--- src/hw/rtl/stq_pkg.sv ---
package stq_pkg;

   localparam int QUEUE_DEPTH_DEF = 32;
   localparam int MAX_RESULTS     = 32;

   localparam logic [31:0] DEADLINE_MAX = 32'hFFFF_FFFE;

   // command codes
   localparam logic [1:0] CMD_TICK   = 2'd0;
   localparam logic [1:0] CMD_ARM    = 2'd1;
   localparam logic [1:0] CMD_CANCEL = 2'd2;

   // result status codes
   localparam logic [2:0] ST_NOTHING   = 3'd0;
   localparam logic [2:0] ST_EXPIRED   = 3'd1;
   localparam logic [2:0] ST_ARMED     = 3'd2;
   localparam logic [2:0] ST_CANCELLED = 3'd3;
   localparam logic [2:0] ST_NOTFOUND  = 3'd4;
   localparam logic [2:0] ST_FULL      = 3'd5;

   typedef struct packed {
      logic [1:0]  command;
      logic [7:0]  callback_id;
      logic [31:0] argument;
      logic [30:0] interval;
   } req_type;

   typedef struct packed {
      logic [2:0]  status;
      logic [7:0]  out_callback;
      logic [31:0] out_argument;
      logic        last;
   } rsp_type;

   typedef enum logic [2:0] {
      IDX_HOLD,
      IDX_ZERO,
      IDX_LAST,
      IDX_INC,
      IDX_DEC
   } idx_op_type;

   typedef enum logic [1:0] {
      WR_NONE,
      WR_SHIFT_UP,
      WR_SHIFT_DOWN,
      WR_PUT
   } wr_op_type;

   typedef enum logic [1:0] {
      CNT_HOLD,
      CNT_INC,
      CNT_DEC,
      CNT_POP
   } cnt_op_type;

   typedef struct packed {
      logic       req_load;
      logic       tick_inc;
      idx_op_type idx_op;
      wr_op_type  wr_op;
      cnt_op_type cnt_op;
      logic       pos_load;
      logic       pos_zero;
      logic       pend_load;
      logic       rsp_load;
      logic [2:0] rsp_status;
      logic       rsp_last;
   } dp_cmd_type;

   typedef struct packed {
      logic count_zero;
      logic full;
      logic head_due;
      logic greater;
      logic match;
      logic idx_zero;
      logic idx_last;
   } dp_sts_type;

endpackage

--- src/hw/rtl/sorted_timeout_queue_core.sv ---
// Channel   Ports                         Word                Direction
// request   req_valid/req_ready/req_word  stq_pkg::req_type   in
// response  rsp_valid/rsp_ready/rsp_word  stq_pkg::rsp_type   out
//
// One command at a time; entries sit in one memory, walked one entry a cycle unless a stalled response holds a tick.
// A tick pops due entries from the head, up to MAX_RESULTS, one response word each;
// a cancel walks every entry; an arm walks down past each entry with a later deadline,
// and an arm on a full or empty queue skips the walk.
// Reset clears the tick count, fill count, head pointer and controller only.
// A stalled response holds its word; the next command is taken meanwhile.
module sorted_timeout_queue_core #(
   parameter int QUEUE_DEPTH = stq_pkg::QUEUE_DEPTH_DEF
) (
   input  logic             clock,
   input  logic             reset,
   input  logic             req_valid,
   output logic             req_ready,
   input  stq_pkg::req_type req_word,
   output logic             rsp_valid,
   input  logic             rsp_ready,
   output stq_pkg::rsp_type rsp_word
);

   stq_pkg::dp_cmd_type cmd;
   stq_pkg::dp_sts_type sts;

   stq_ctrl u_ctrl (
      .clock       (clock),
      .reset       (reset),
      .req_valid   (req_valid),
      .req_command (req_word.command),
      .req_ready   (req_ready),
      .rsp_valid   (rsp_valid),
      .rsp_ready   (rsp_ready),
      .sts         (sts),
      .cmd         (cmd)
   );

   stq_datapath #(
      .QUEUE_DEPTH (QUEUE_DEPTH)
   ) u_datapath (
      .clock    (clock),
      .reset    (reset),
      .req_word (req_word),
      .cmd      (cmd),
      .sts      (sts),
      .rsp_word (rsp_word)
   );

   // a real command leaves the request side not ready in the cycle after it is taken
   a_busy_after_cmd: assert property (@(posedge clock) disable iff (reset)
      (req_valid && req_ready && (req_word.command == stq_pkg::CMD_TICK ||
       req_word.command == stq_pkg::CMD_ARM || req_word.command == stq_pkg::CMD_CANCEL))
      |=> !req_ready)
      else $error("request side ready right after a command");

   // while idle, any word still waiting is the final one of its command
   a_idle_last: assert property (@(posedge clock) disable iff (reset)
      (rsp_valid && req_ready) |-> rsp_word.last)
      else $error("idle with a non-final response pending");

   // a non-final word always means more expired words follow, never idle
   a_more_follow: assert property (@(posedge clock) disable iff (reset)
      (rsp_valid && rsp_ready && !rsp_word.last) |-> !req_ready)
      else $error("idle before the final response of a tick");

   // only expired words carry a callback and argument, and never mark last early
   a_clean_status: assert property (@(posedge clock) disable iff (reset)
      (rsp_valid && rsp_word.status != stq_pkg::ST_EXPIRED) |->
      (rsp_word.last && rsp_word.out_callback == 8'd0 && rsp_word.out_argument == 32'd0))
      else $error("status word with payload or without last");

endmodule

--- src/hw/rtl/stq_datapath.sv ---
module stq_datapath #(
   parameter int QUEUE_DEPTH = stq_pkg::QUEUE_DEPTH_DEF
) (
   input  logic                clock,
   input  logic                reset,
   input  stq_pkg::req_type    req_word,
   input  stq_pkg::dp_cmd_type cmd,
   output stq_pkg::dp_sts_type sts,
   output stq_pkg::rsp_type    rsp_word
);

   localparam int PTR_W     = $clog2(QUEUE_DEPTH);
   localparam int MEM_DEPTH = 1 << PTR_W;
   localparam int CNT_W     = $clog2(QUEUE_DEPTH + 1);

   typedef struct packed {
      logic [31:0] deadline;
      logic [7:0]  callback;
      logic [31:0] argument;
   } entry_type;

   entry_type mem [MEM_DEPTH];

   logic [31:0]      tick_ff, tick_in;
   logic [CNT_W-1:0] count_ff, count_in;
   logic [PTR_W-1:0] head_ff, head_in;
   logic [PTR_W-1:0] idx_ff, idx_in;
   logic [PTR_W-1:0] pos_ff, pos_in;
   entry_type        key_ff, key_in;
   entry_type        pend_ff, pend_in;
   entry_type        rd_data_ff;
   stq_pkg::rsp_type rsp_ff, rsp_in;

   logic [32:0]      sum;
   logic [31:0]      dl_new;
   logic [CNT_W-1:0] cnt_m1;
   logic [PTR_W-1:0] rd_addr;
   logic [PTR_W-1:0] wr_addr;
   entry_type        wr_data;
   logic             wr_en;

   assign sum    = {1'b0, tick_ff} + {2'b00, req_word.interval};
   assign dl_new = (sum > {1'b0, stq_pkg::DEADLINE_MAX}) ? stq_pkg::DEADLINE_MAX : sum[31:0];
   assign cnt_m1 = count_ff - CNT_W'(1);

   always_comb begin
      tick_in  = cmd.tick_inc ? tick_ff + 32'd1 : tick_ff;
      count_in = count_ff;
      head_in  = head_ff;
      case (cmd.cnt_op)
         stq_pkg::CNT_INC: count_in = count_ff + CNT_W'(1);
         stq_pkg::CNT_DEC: count_in = cnt_m1;
         stq_pkg::CNT_POP: begin
            count_in = cnt_m1;
            head_in  = head_ff + PTR_W'(1);
         end
         default: ;
      endcase

      idx_in = idx_ff;
      case (cmd.idx_op)
         stq_pkg::IDX_ZERO: idx_in = '0;
         stq_pkg::IDX_LAST: idx_in = cnt_m1[PTR_W-1:0];
         stq_pkg::IDX_INC:  idx_in = idx_ff + PTR_W'(1);
         stq_pkg::IDX_DEC:  idx_in = idx_ff - PTR_W'(1);
         default: ;
      endcase

      pos_in = pos_ff;
      if (cmd.pos_load) begin
         pos_in = cmd.pos_zero ? '0 : idx_ff + PTR_W'(1);
      end

      key_in = key_ff;
      if (cmd.req_load) begin
         key_in.deadline = dl_new;
         key_in.callback = req_word.callback_id;
         key_in.argument = req_word.argument;
      end

      pend_in = cmd.pend_load ? rd_data_ff : pend_ff;

      rsp_in = rsp_ff;
      if (cmd.rsp_load) begin
         rsp_in.status = cmd.rsp_status;
         rsp_in.last   = cmd.rsp_last;
         if (cmd.rsp_status == stq_pkg::ST_EXPIRED) begin
            rsp_in.out_callback = pend_ff.callback;
            rsp_in.out_argument = pend_ff.argument;
         end else begin
            rsp_in.out_callback = '0;
            rsp_in.out_argument = '0;
         end
      end
   end

   // read the entry that idx will point at next cycle
   assign rd_addr = head_in + idx_in;

   always_comb begin
      wr_en   = 1'b1;
      wr_addr = head_ff + pos_ff;
      wr_data = rd_data_ff;
      case (cmd.wr_op)
         stq_pkg::WR_SHIFT_UP:   wr_addr = head_ff + idx_ff + PTR_W'(1);
         stq_pkg::WR_SHIFT_DOWN: wr_addr = head_ff + idx_ff - PTR_W'(1);
         stq_pkg::WR_PUT:        wr_data = key_ff;
         default:                wr_en   = 1'b0;
      endcase
   end

   always_ff @(posedge clock) begin
      if (wr_en) begin
         mem[wr_addr] <= wr_data;
      end
      rd_data_ff <= mem[rd_addr];
   end

   always_ff @(posedge clock) begin
      if (reset) begin
         tick_ff  <= '0;
         count_ff <= '0;
         head_ff  <= '0;
      end else begin
         tick_ff  <= tick_in;
         count_ff <= count_in;
         head_ff  <= head_in;
      end
      idx_ff  <= idx_in;
      pos_ff  <= pos_in;
      key_ff  <= key_in;
      pend_ff <= pend_in;
      rsp_ff  <= rsp_in;
   end

   assign sts.count_zero = (count_ff == '0);
   assign sts.full       = (count_ff >= CNT_W'(QUEUE_DEPTH));
   assign sts.head_due   = (rd_data_ff.deadline <= tick_ff);
   assign sts.greater    = (rd_data_ff.deadline > key_ff.deadline);
   assign sts.match      = (rd_data_ff.callback == key_ff.callback) &&
                           (rd_data_ff.argument == key_ff.argument);
   assign sts.idx_zero   = (idx_ff == '0);
   assign sts.idx_last   = (idx_ff == cnt_m1[PTR_W-1:0]);

   assign rsp_word = rsp_ff;

endmodule

--- src/hw/rtl/stq_ctrl.sv ---
module stq_ctrl (
   input  logic                clock,
   input  logic                reset,
   input  logic                req_valid,
   input  logic [1:0]          req_command,
   output logic                req_ready,
   output logic                rsp_valid,
   input  logic                rsp_ready,
   input  stq_pkg::dp_sts_type sts,
   output stq_pkg::dp_cmd_type cmd
);

   localparam int N_W = $clog2(stq_pkg::MAX_RESULTS + 1);

   typedef enum logic [2:0] {
      S_IDLE,
      S_TICK,
      S_ARM_WALK,
      S_ARM_PUT,
      S_CAN_WALK,
      S_FINISH
   } state_type;

   state_type        state_ff, state_in;
   logic             rsp_valid_ff, rsp_valid_in;
   logic [2:0]       fin_ff, fin_in;
   logic             found_ff, found_in;
   logic             have_pend_ff, have_pend_in;
   logic [N_W-1:0]   n_ff, n_in;

   logic slot_free;
   logic due;

   assign slot_free = !rsp_valid_ff || rsp_ready;
   assign due       = !sts.count_zero && sts.head_due &&
                      (n_ff < N_W'(stq_pkg::MAX_RESULTS));

   always_comb begin
      state_in     = state_ff;
      fin_in       = fin_ff;
      found_in     = found_ff;
      have_pend_in = have_pend_ff;
      n_in         = n_ff;

      cmd.req_load   = 1'b0;
      cmd.tick_inc   = 1'b0;
      cmd.idx_op     = stq_pkg::IDX_HOLD;
      cmd.wr_op      = stq_pkg::WR_NONE;
      cmd.cnt_op     = stq_pkg::CNT_HOLD;
      cmd.pos_load   = 1'b0;
      cmd.pos_zero   = 1'b0;
      cmd.pend_load  = 1'b0;
      cmd.rsp_load   = 1'b0;
      cmd.rsp_status = stq_pkg::ST_NOTHING;
      cmd.rsp_last   = 1'b1;

      case (state_ff)
         S_IDLE: begin
            if (req_valid) begin
               case (req_command)
                  stq_pkg::CMD_TICK: begin
                     cmd.tick_inc = 1'b1;
                     cmd.idx_op   = stq_pkg::IDX_ZERO;
                     n_in         = '0;
                     have_pend_in = 1'b0;
                     state_in     = S_TICK;
                  end
                  stq_pkg::CMD_ARM: begin
                     if (sts.full) begin
                        fin_in   = stq_pkg::ST_FULL;
                        state_in = S_FINISH;
                     end else if (sts.count_zero) begin
                        cmd.req_load = 1'b1;
                        cmd.pos_load = 1'b1;
                        cmd.pos_zero = 1'b1;
                        state_in     = S_ARM_PUT;
                     end else begin
                        cmd.req_load = 1'b1;
                        cmd.idx_op   = stq_pkg::IDX_LAST;
                        state_in     = S_ARM_WALK;
                     end
                  end
                  stq_pkg::CMD_CANCEL: begin
                     if (sts.count_zero) begin
                        fin_in   = stq_pkg::ST_NOTFOUND;
                        state_in = S_FINISH;
                     end else begin
                        cmd.req_load = 1'b1;
                        cmd.idx_op   = stq_pkg::IDX_ZERO;
                        found_in     = 1'b0;
                        state_in     = S_CAN_WALK;
                     end
                  end
                  default: ;
               endcase
            end
         end
         S_TICK: begin
            // hold one popped entry back until we know whether another follows
            if (!have_pend_ff) begin
               if (due) begin
                  cmd.pend_load = 1'b1;
                  cmd.cnt_op    = stq_pkg::CNT_POP;
                  n_in          = n_ff + N_W'(1);
                  have_pend_in  = 1'b1;
               end else begin
                  fin_in   = stq_pkg::ST_NOTHING;
                  state_in = S_FINISH;
               end
            end else if (slot_free) begin
               cmd.rsp_load   = 1'b1;
               cmd.rsp_status = stq_pkg::ST_EXPIRED;
               cmd.rsp_last   = !due;
               if (due) begin
                  cmd.pend_load = 1'b1;
                  cmd.cnt_op    = stq_pkg::CNT_POP;
                  n_in          = n_ff + N_W'(1);
               end else begin
                  have_pend_in = 1'b0;
                  state_in     = S_IDLE;
               end
            end
         end
         S_ARM_WALK: begin
            // walk down from the tail, moving later deadlines up one slot
            if (sts.greater) begin
               cmd.wr_op = stq_pkg::WR_SHIFT_UP;
               if (sts.idx_zero) begin
                  cmd.pos_load = 1'b1;
                  cmd.pos_zero = 1'b1;
                  state_in     = S_ARM_PUT;
               end else begin
                  cmd.idx_op = stq_pkg::IDX_DEC;
               end
            end else begin
               cmd.pos_load = 1'b1;
               state_in     = S_ARM_PUT;
            end
         end
         S_ARM_PUT: begin
            cmd.wr_op  = stq_pkg::WR_PUT;
            cmd.cnt_op = stq_pkg::CNT_INC;
            fin_in     = stq_pkg::ST_ARMED;
            state_in   = S_FINISH;
         end
         S_CAN_WALK: begin
            // past the first match, close the gap one entry at a time
            if (found_ff) begin
               cmd.wr_op = stq_pkg::WR_SHIFT_DOWN;
            end else if (sts.match) begin
               found_in = 1'b1;
            end
            if (sts.idx_last) begin
               if (found_ff || sts.match) begin
                  cmd.cnt_op = stq_pkg::CNT_DEC;
                  fin_in     = stq_pkg::ST_CANCELLED;
               end else begin
                  fin_in = stq_pkg::ST_NOTFOUND;
               end
               state_in = S_FINISH;
            end else begin
               cmd.idx_op = stq_pkg::IDX_INC;
            end
         end
         S_FINISH: begin
            if (slot_free) begin
               cmd.rsp_load   = 1'b1;
               cmd.rsp_status = fin_ff;
               cmd.rsp_last   = 1'b1;
               state_in       = S_IDLE;
            end
         end
         default: state_in = S_IDLE;
      endcase

      rsp_valid_in = cmd.rsp_load || (rsp_valid_ff && !rsp_ready);
   end

   always_ff @(posedge clock) begin
      if (reset) begin
         state_ff     <= S_IDLE;
         rsp_valid_ff <= 1'b0;
         fin_ff       <= stq_pkg::ST_NOTHING;
         found_ff     <= 1'b0;
         have_pend_ff <= 1'b0;
         n_ff         <= '0;
      end else begin
         state_ff     <= state_in;
         rsp_valid_ff <= rsp_valid_in;
         fin_ff       <= fin_in;
         found_ff     <= found_in;
         have_pend_ff <= have_pend_in;
         n_ff         <= n_in;
      end
   end

   assign req_ready = (state_ff == S_IDLE);
   assign rsp_valid = rsp_valid_ff;

endmodule
--- config.mk ---
export PLATFORM = sky130hd
export DESIGN_NAME = sorted_timeout_queue_core
export DESIGN_NICKNAME = d
export VERILOG_FILES = /design/src/hw/rtl/stq_pkg.sv /design/src/hw/rtl/sorted_timeout_queue_core.sv /design/src/hw/rtl/stq_datapath.sv /design/src/hw/rtl/stq_ctrl.sv
export SDC_FILE = /design/constraint.sdc
export NUM_CORES = 2
export LEC_CHECK = 0
export BUFFER_PORTS_ARGS = -buffer_cell sky130_fd_sc_hd__buf_2
export CAP_MARGIN = 20
export CORE_MARGIN = 4
export CORE_UTILIZATION = 63
export DETAILED_ROUTE_END_ITERATION = 12
export GPL_ROUTABILITY_DRIVEN = 1
export MAX_ROUTING_LAYER = met4
export PLACE_DENSITY_LB_ADDON = 0.3
export REMOVE_ABC_BUFFERS = 1
export SLEW_MARGIN = 30
export SYNTH_ARGS = -nofsm -noshare
export SYNTH_HDL_FRONTEND = slang
export SYNTH_SLANG_ARGS = --single-unit
--- constraint.sdc ---
create_clock -name clock -period 8.5 [get_ports clock]
set_input_delay 0.425 -clock clock [delete_from_list [all_inputs] [get_ports clock]]
set_output_delay 0.425 -clock clock [all_outputs]
set_load 0.02 [all_outputs]
==> summary.txt <==
======================================================================================================
Result of the run                                                                         finished, final reports clean
LEAKAGE                                                                                      0.0397 uW
Mean instance size in the synthesized netlist                                               20.6 sq um
Area added between synthesis and finish                                                          12.4%
Largest net degree at the start of global routing                                                  100
Clock Root Buffer                                                                         sky130_fd_sc_hd__clkbuf_16
# fillers                                                                                         9264
Slowest cell on the critical path                                                         sky130_fd_sc_hd__nor4_1
Max-cap viol count                                                                                   0
Timing-limited maximum frequency                                                             0.151 GHz
Worst slew margin relative to its limit                                                          29.0%
Reg2Reg Depth                                                                                       18
Power density relative to cell area                                                        429 mW/mm^2
Half-perimeter wire length after placement                                                   139000 um
DR vias                                                                                          53027
Count of TritonRoute iterations in the first routing pass                                            6
Critical Path Start Type                                                                          flop
Number of synthesized register bits                                                               2600
Final weighted congestion in routability-driven placement                                        0.886
Netlist area before placement                                                              0.104 sq mm
Clock latency of the later-clocked register in the worst-skew pair                             0.88 ns
Final #Nets                                                                                       5568
Routed vias/inst                                                                                  6.84
Average detailed-routed wire length per instance                                               34.0 um
Startpoint of the most critical hold path                                                        reset
Part of the Yosys area used for sequential elements                                              73.8%
# IOs                                                                                              123
Area of the multi-input gates                                                             0.0261 sq mm
Minimum period implied by the final worst setup slack                                          6.61 ns
Total die area                                                                             0.172 sq mm
Antenna violations before repair                                                                     8
Initial standard-cell utilization of the core                                                    63.6%
WS Path Type                                                                                   reg2reg
Setup violators final                                                                                0
Overall die height                                                                              414 um
Slack of the worst reg-to-reg path                                                             1.89 ns
Data required time at the worst endpoint                                                       9.31 ns
Site row count                                                                                     148
Hold violation total from the final report                                                           0
Proportion of layout cells with a drive suffix above 1                                           25.3%
CTS buffer count                                                                                   239
Dominant cell type by count on the critical path                                          sky130_fd_sc_hd__nand4_1
Fin Clk Skew                                                                                 0.0412 ns
H-tree Lvls                                                                                          4
CTS tree                                                                                          done
Number of buffers on the longest clock path                                                          3
Clock transition at the register clock pins on the worst setup and hold paths after CTS        0.06 ns
Reg-to-reg startpoint                                                                     u_datapath.tick_ff[31]
GRT Util Overall                                                                                 31.9%
Pre-CTS WS                                                                                     1.81 ns
Main flop type after synthesis                                                            sky130_fd_sc_hd__edfxtp_1
Port Buffers                                                                                       122
Worst hold stages                                                                                    2
Total DRC errors in the routed layout                                                                0
Vias in the first global route                                                                   53830
Number of different library cells in the post-synthesis netlist                                     77
Final core area utilization                                                                      71.5%
Fraction of registers with async set/reset                                                          0%
ANT nets after route                                                                                 0
Setup repair after global routing missed its margin                                              false
Post-synthesis instance total                                                                     5047
Post-cts resize count                                                                                0
Total routed wirelength                                                                      264000 um
Class of the worst hold path                                                                    in2reg
Highest ir drop seen on vdd                                                                     735 uV
Slew at the pin closest to its max-slew limit                                                  1.07 ns
CP max stage delay                                                                             0.68 ns
First-pass GRT wire length                                                                   384000 um
Worst Path Max Fanout                                                                               99
Number of synthesized flops with an enable pin                                                    2465
Minimum hold slack                                                                           0.0733 ns
Global route total overflow                                                                          0
Synth Warn #                                                                                         0
Total area of sequential cells                                                            0.0767 sq mm
Clk sinks                                                                                         2600
Core outline area                                                                          0.163 sq mm
Die extent in x                                                                                 414 um
Crit Reg-Reg Endpoint                                                                     u_datapath.rd_data_ff[55]
Hold EP                                                                                   u_datapath.tick_ff[5]
Initial detailed-routing violation count                                                          7874
Critical Path Sink Type                                                                           flop
Post-layout worst setup margin                                                                 1.89 ns
Pins over their slew limit                                                                           0
Cell-by-cell listing of the critical path                                                 inv_1 -> ha_1 -> nand4_1 -> nor4_1 -> nand2_1 -> a211oi_2 -> nand3_2 -> clkinv_2 -> nand4_1 -> xnor2_1 -> ha_1 -> nor2b_1 -> nand3b_1 -> mux2_1 -> nand4_1 -> buf_12 -> mux2i_1 -> mux2_2
Crit share post-route                                                                            77.7%
Arrival time at the worst endpoint                                                             7.42 ns
======================================================================================================
cells in the mapped netlist (all sizes together) (7+ instances only):
master     n  area [sq um]
a211oi     7          57.6
a21o      41           308
a21oi     76           380
a31oi     11          68.8
and3      50           313
buf       66           524
clkbuf   165           619
dfxtp    135          2700
edfxtp  2465         74000
ha       124          1550
inv       85           319
mux2     148          1670
mux2i    434          4340
mux4     576         13000
nand2    108           405
nand2b    14          95.1
nand3     29           150
nand4     38           238
nor2     132           495
nor2b     13          81.3
nor3      30           155
nor4      14          87.6
o21ai     41           205
o21bai     9          67.6
xnor2     95           840
xor2      45           394
logic make-up after synthesis:
family	count (synthesis)	synth area share (%)
DFF	2600	73.8
adders and majority gates	129	1.59
buffers and inverters	316	1.41
muxes	1158	18.3
and+or+nand+nor	468	2.25
xor gates and xnor gates	140	1.19
AOI/OAI and AO/OA	236	1.49
cell type report:
class                           instances  share of cell area, %
Antenna cell                            8                 0.0171
Clock buffer                          311                   5.48
Clock inverter                        141                   1.42
Inverter                               85                  0.274
Multi-Input combinational cell       2131                   22.4
Sequential cell                      2600                   65.7
Tap cell                             2175                   2.33
Timing Repair Buffer                  305                   2.41
how the worst max path moves through the flow:
stage / slack, ns / cells after the start / from / endpoint
final: 1.89 / 18 / u_datapath.tick_ff[31] / u_datapath.rd_data_ff[55]
after global routing: 1.56 / 18 / u_datapath.tick_ff[31] / u_datapath.rd_data_ff[55]
after CTS: 1.78 / 18 / u_datapath.tick_ff[31] / u_datapath.rd_data_ff[55]
after detailed placement: 1.81 / 20 / u_datapath.rd_data_ff[63] / u_datapath.mem[4][71]
after global placement: 1.88 / 21 / u_datapath.key_ff[68] / u_datapath.mem[15][35]
after floorplan: -17.22 / 16 / u_datapath.key_ff[68] / u_datapath.rd_data_ff[0]
placed cells by master, fill, tap and decap left out, types with 29 or more instances in the layout:
cell type	n
sky130_fd_sc_hd__dfxtp_1	135
sky130_fd_sc_hd__clkinv_1	32
sky130_fd_sc_hd__a21oi_1	76
sky130_fd_sc_hd__nand2_1	108
sky130_fd_sc_hd__buf_2	121
sky130_fd_sc_hd__mux2i_1	434
sky130_fd_sc_hd__and3_1	50
sky130_fd_sc_hd__xnor2_1	93
sky130_fd_sc_hd__edfxtp_1	2465
sky130_fd_sc_hd__o21ai_0	32
sky130_fd_sc_hd__clkbuf_1	58
sky130_fd_sc_hd__buf_12	48
sky130_fd_sc_hd__clkinv_2	47
sky130_fd_sc_hd__inv_1	84
sky130_fd_sc_hd__nor2_1	99
sky130_fd_sc_hd__nor3_1	29
sky130_fd_sc_hd__dlygate4sd3_1	41
sky130_fd_sc_hd__clkbuf_16	240
sky130_fd_sc_hd__a21o_1	41
sky130_fd_sc_hd__ha_1	122
sky130_fd_sc_hd__buf_4	87
sky130_fd_sc_hd__nand4_1	38
sky130_fd_sc_hd__mux4_2	576
sky130_fd_sc_hd__mux2_2	145
sky130_fd_sc_hd__nor2_4	33
sky130_fd_sc_hd__xor2_1	44
sky130_fd_sc_hd__bufinv_16	33
repair_timing:
item / 4_1_cts / 5_1_grt
buffers inserted: 0 / 0
hold buffers: 41 / 0
endpoints found under the hold margin: 41 / 0
sequential cells by signal, summed over array words and instances (netlist names):
register / cells
u_datapath.mem: 2304
u_datapath.key_ff: 72
u_datapath.rd_data_ff: 72
u_datapath.rsp_word: 44
u_datapath.pend_ff: 40
u_datapath.tick_ff: 32
u_ctrl.n_ff: 6
u_datapath.count_ff: 6
u_datapath.head_ff: 5
u_datapath.idx_ff: 5
u_datapath.pos_ff: 5
u_ctrl.fin_ff: 3
u_ctrl.state_ff: 3
u_ctrl.found_ff: 1
u_ctrl.have_pend_ff: 1
u_ctrl.rsp_valid: 1
through the flow:
stage                     cells  instance area, sq um  power, uW  setup TNS (ns)
final                      7756                117000      50100               0
after CTS                  7748                117000      50200               0
after floorplan            4816                103000      27400        -1239.63
after global routing       7754                117000      52200               0
after global placement     7249                108000      38300               0
after detailed placement   7255                108000      38800               0
power by group:
group          internal, uW  switching [uW]  total, uW
Sequential            16200             441      16600
Clock                  6320            4710      11000
Combinational         10400           12000      22400
Total                 32900           17200      50100
worst max-delay path, delay by kind of cell (launching register included):
kind | cells | cell delay [ns]
and+or+nand+nor | 8 | 2.03
buffers and inverters | 3 | 1.29
muxes | 3 | 1.23
adders and majority gates | 2 | 0.68
AOI/OAI and AO/OA | 1 | 0.57
DFF | 1 | 0.38
xor gates and xnor gates | 1 | 0.17
layer usage:
layer,global-route usage (%),vias to the layer above,share of wire (%)
met5,-,-,0
met4,10.3,0,3.4
met3,6.45,514,11
met2,49.0,3569,49
met1,43.9,27626,37
li1,-,21318,-
Note: power is estimated with default switching activity, not from simulation.
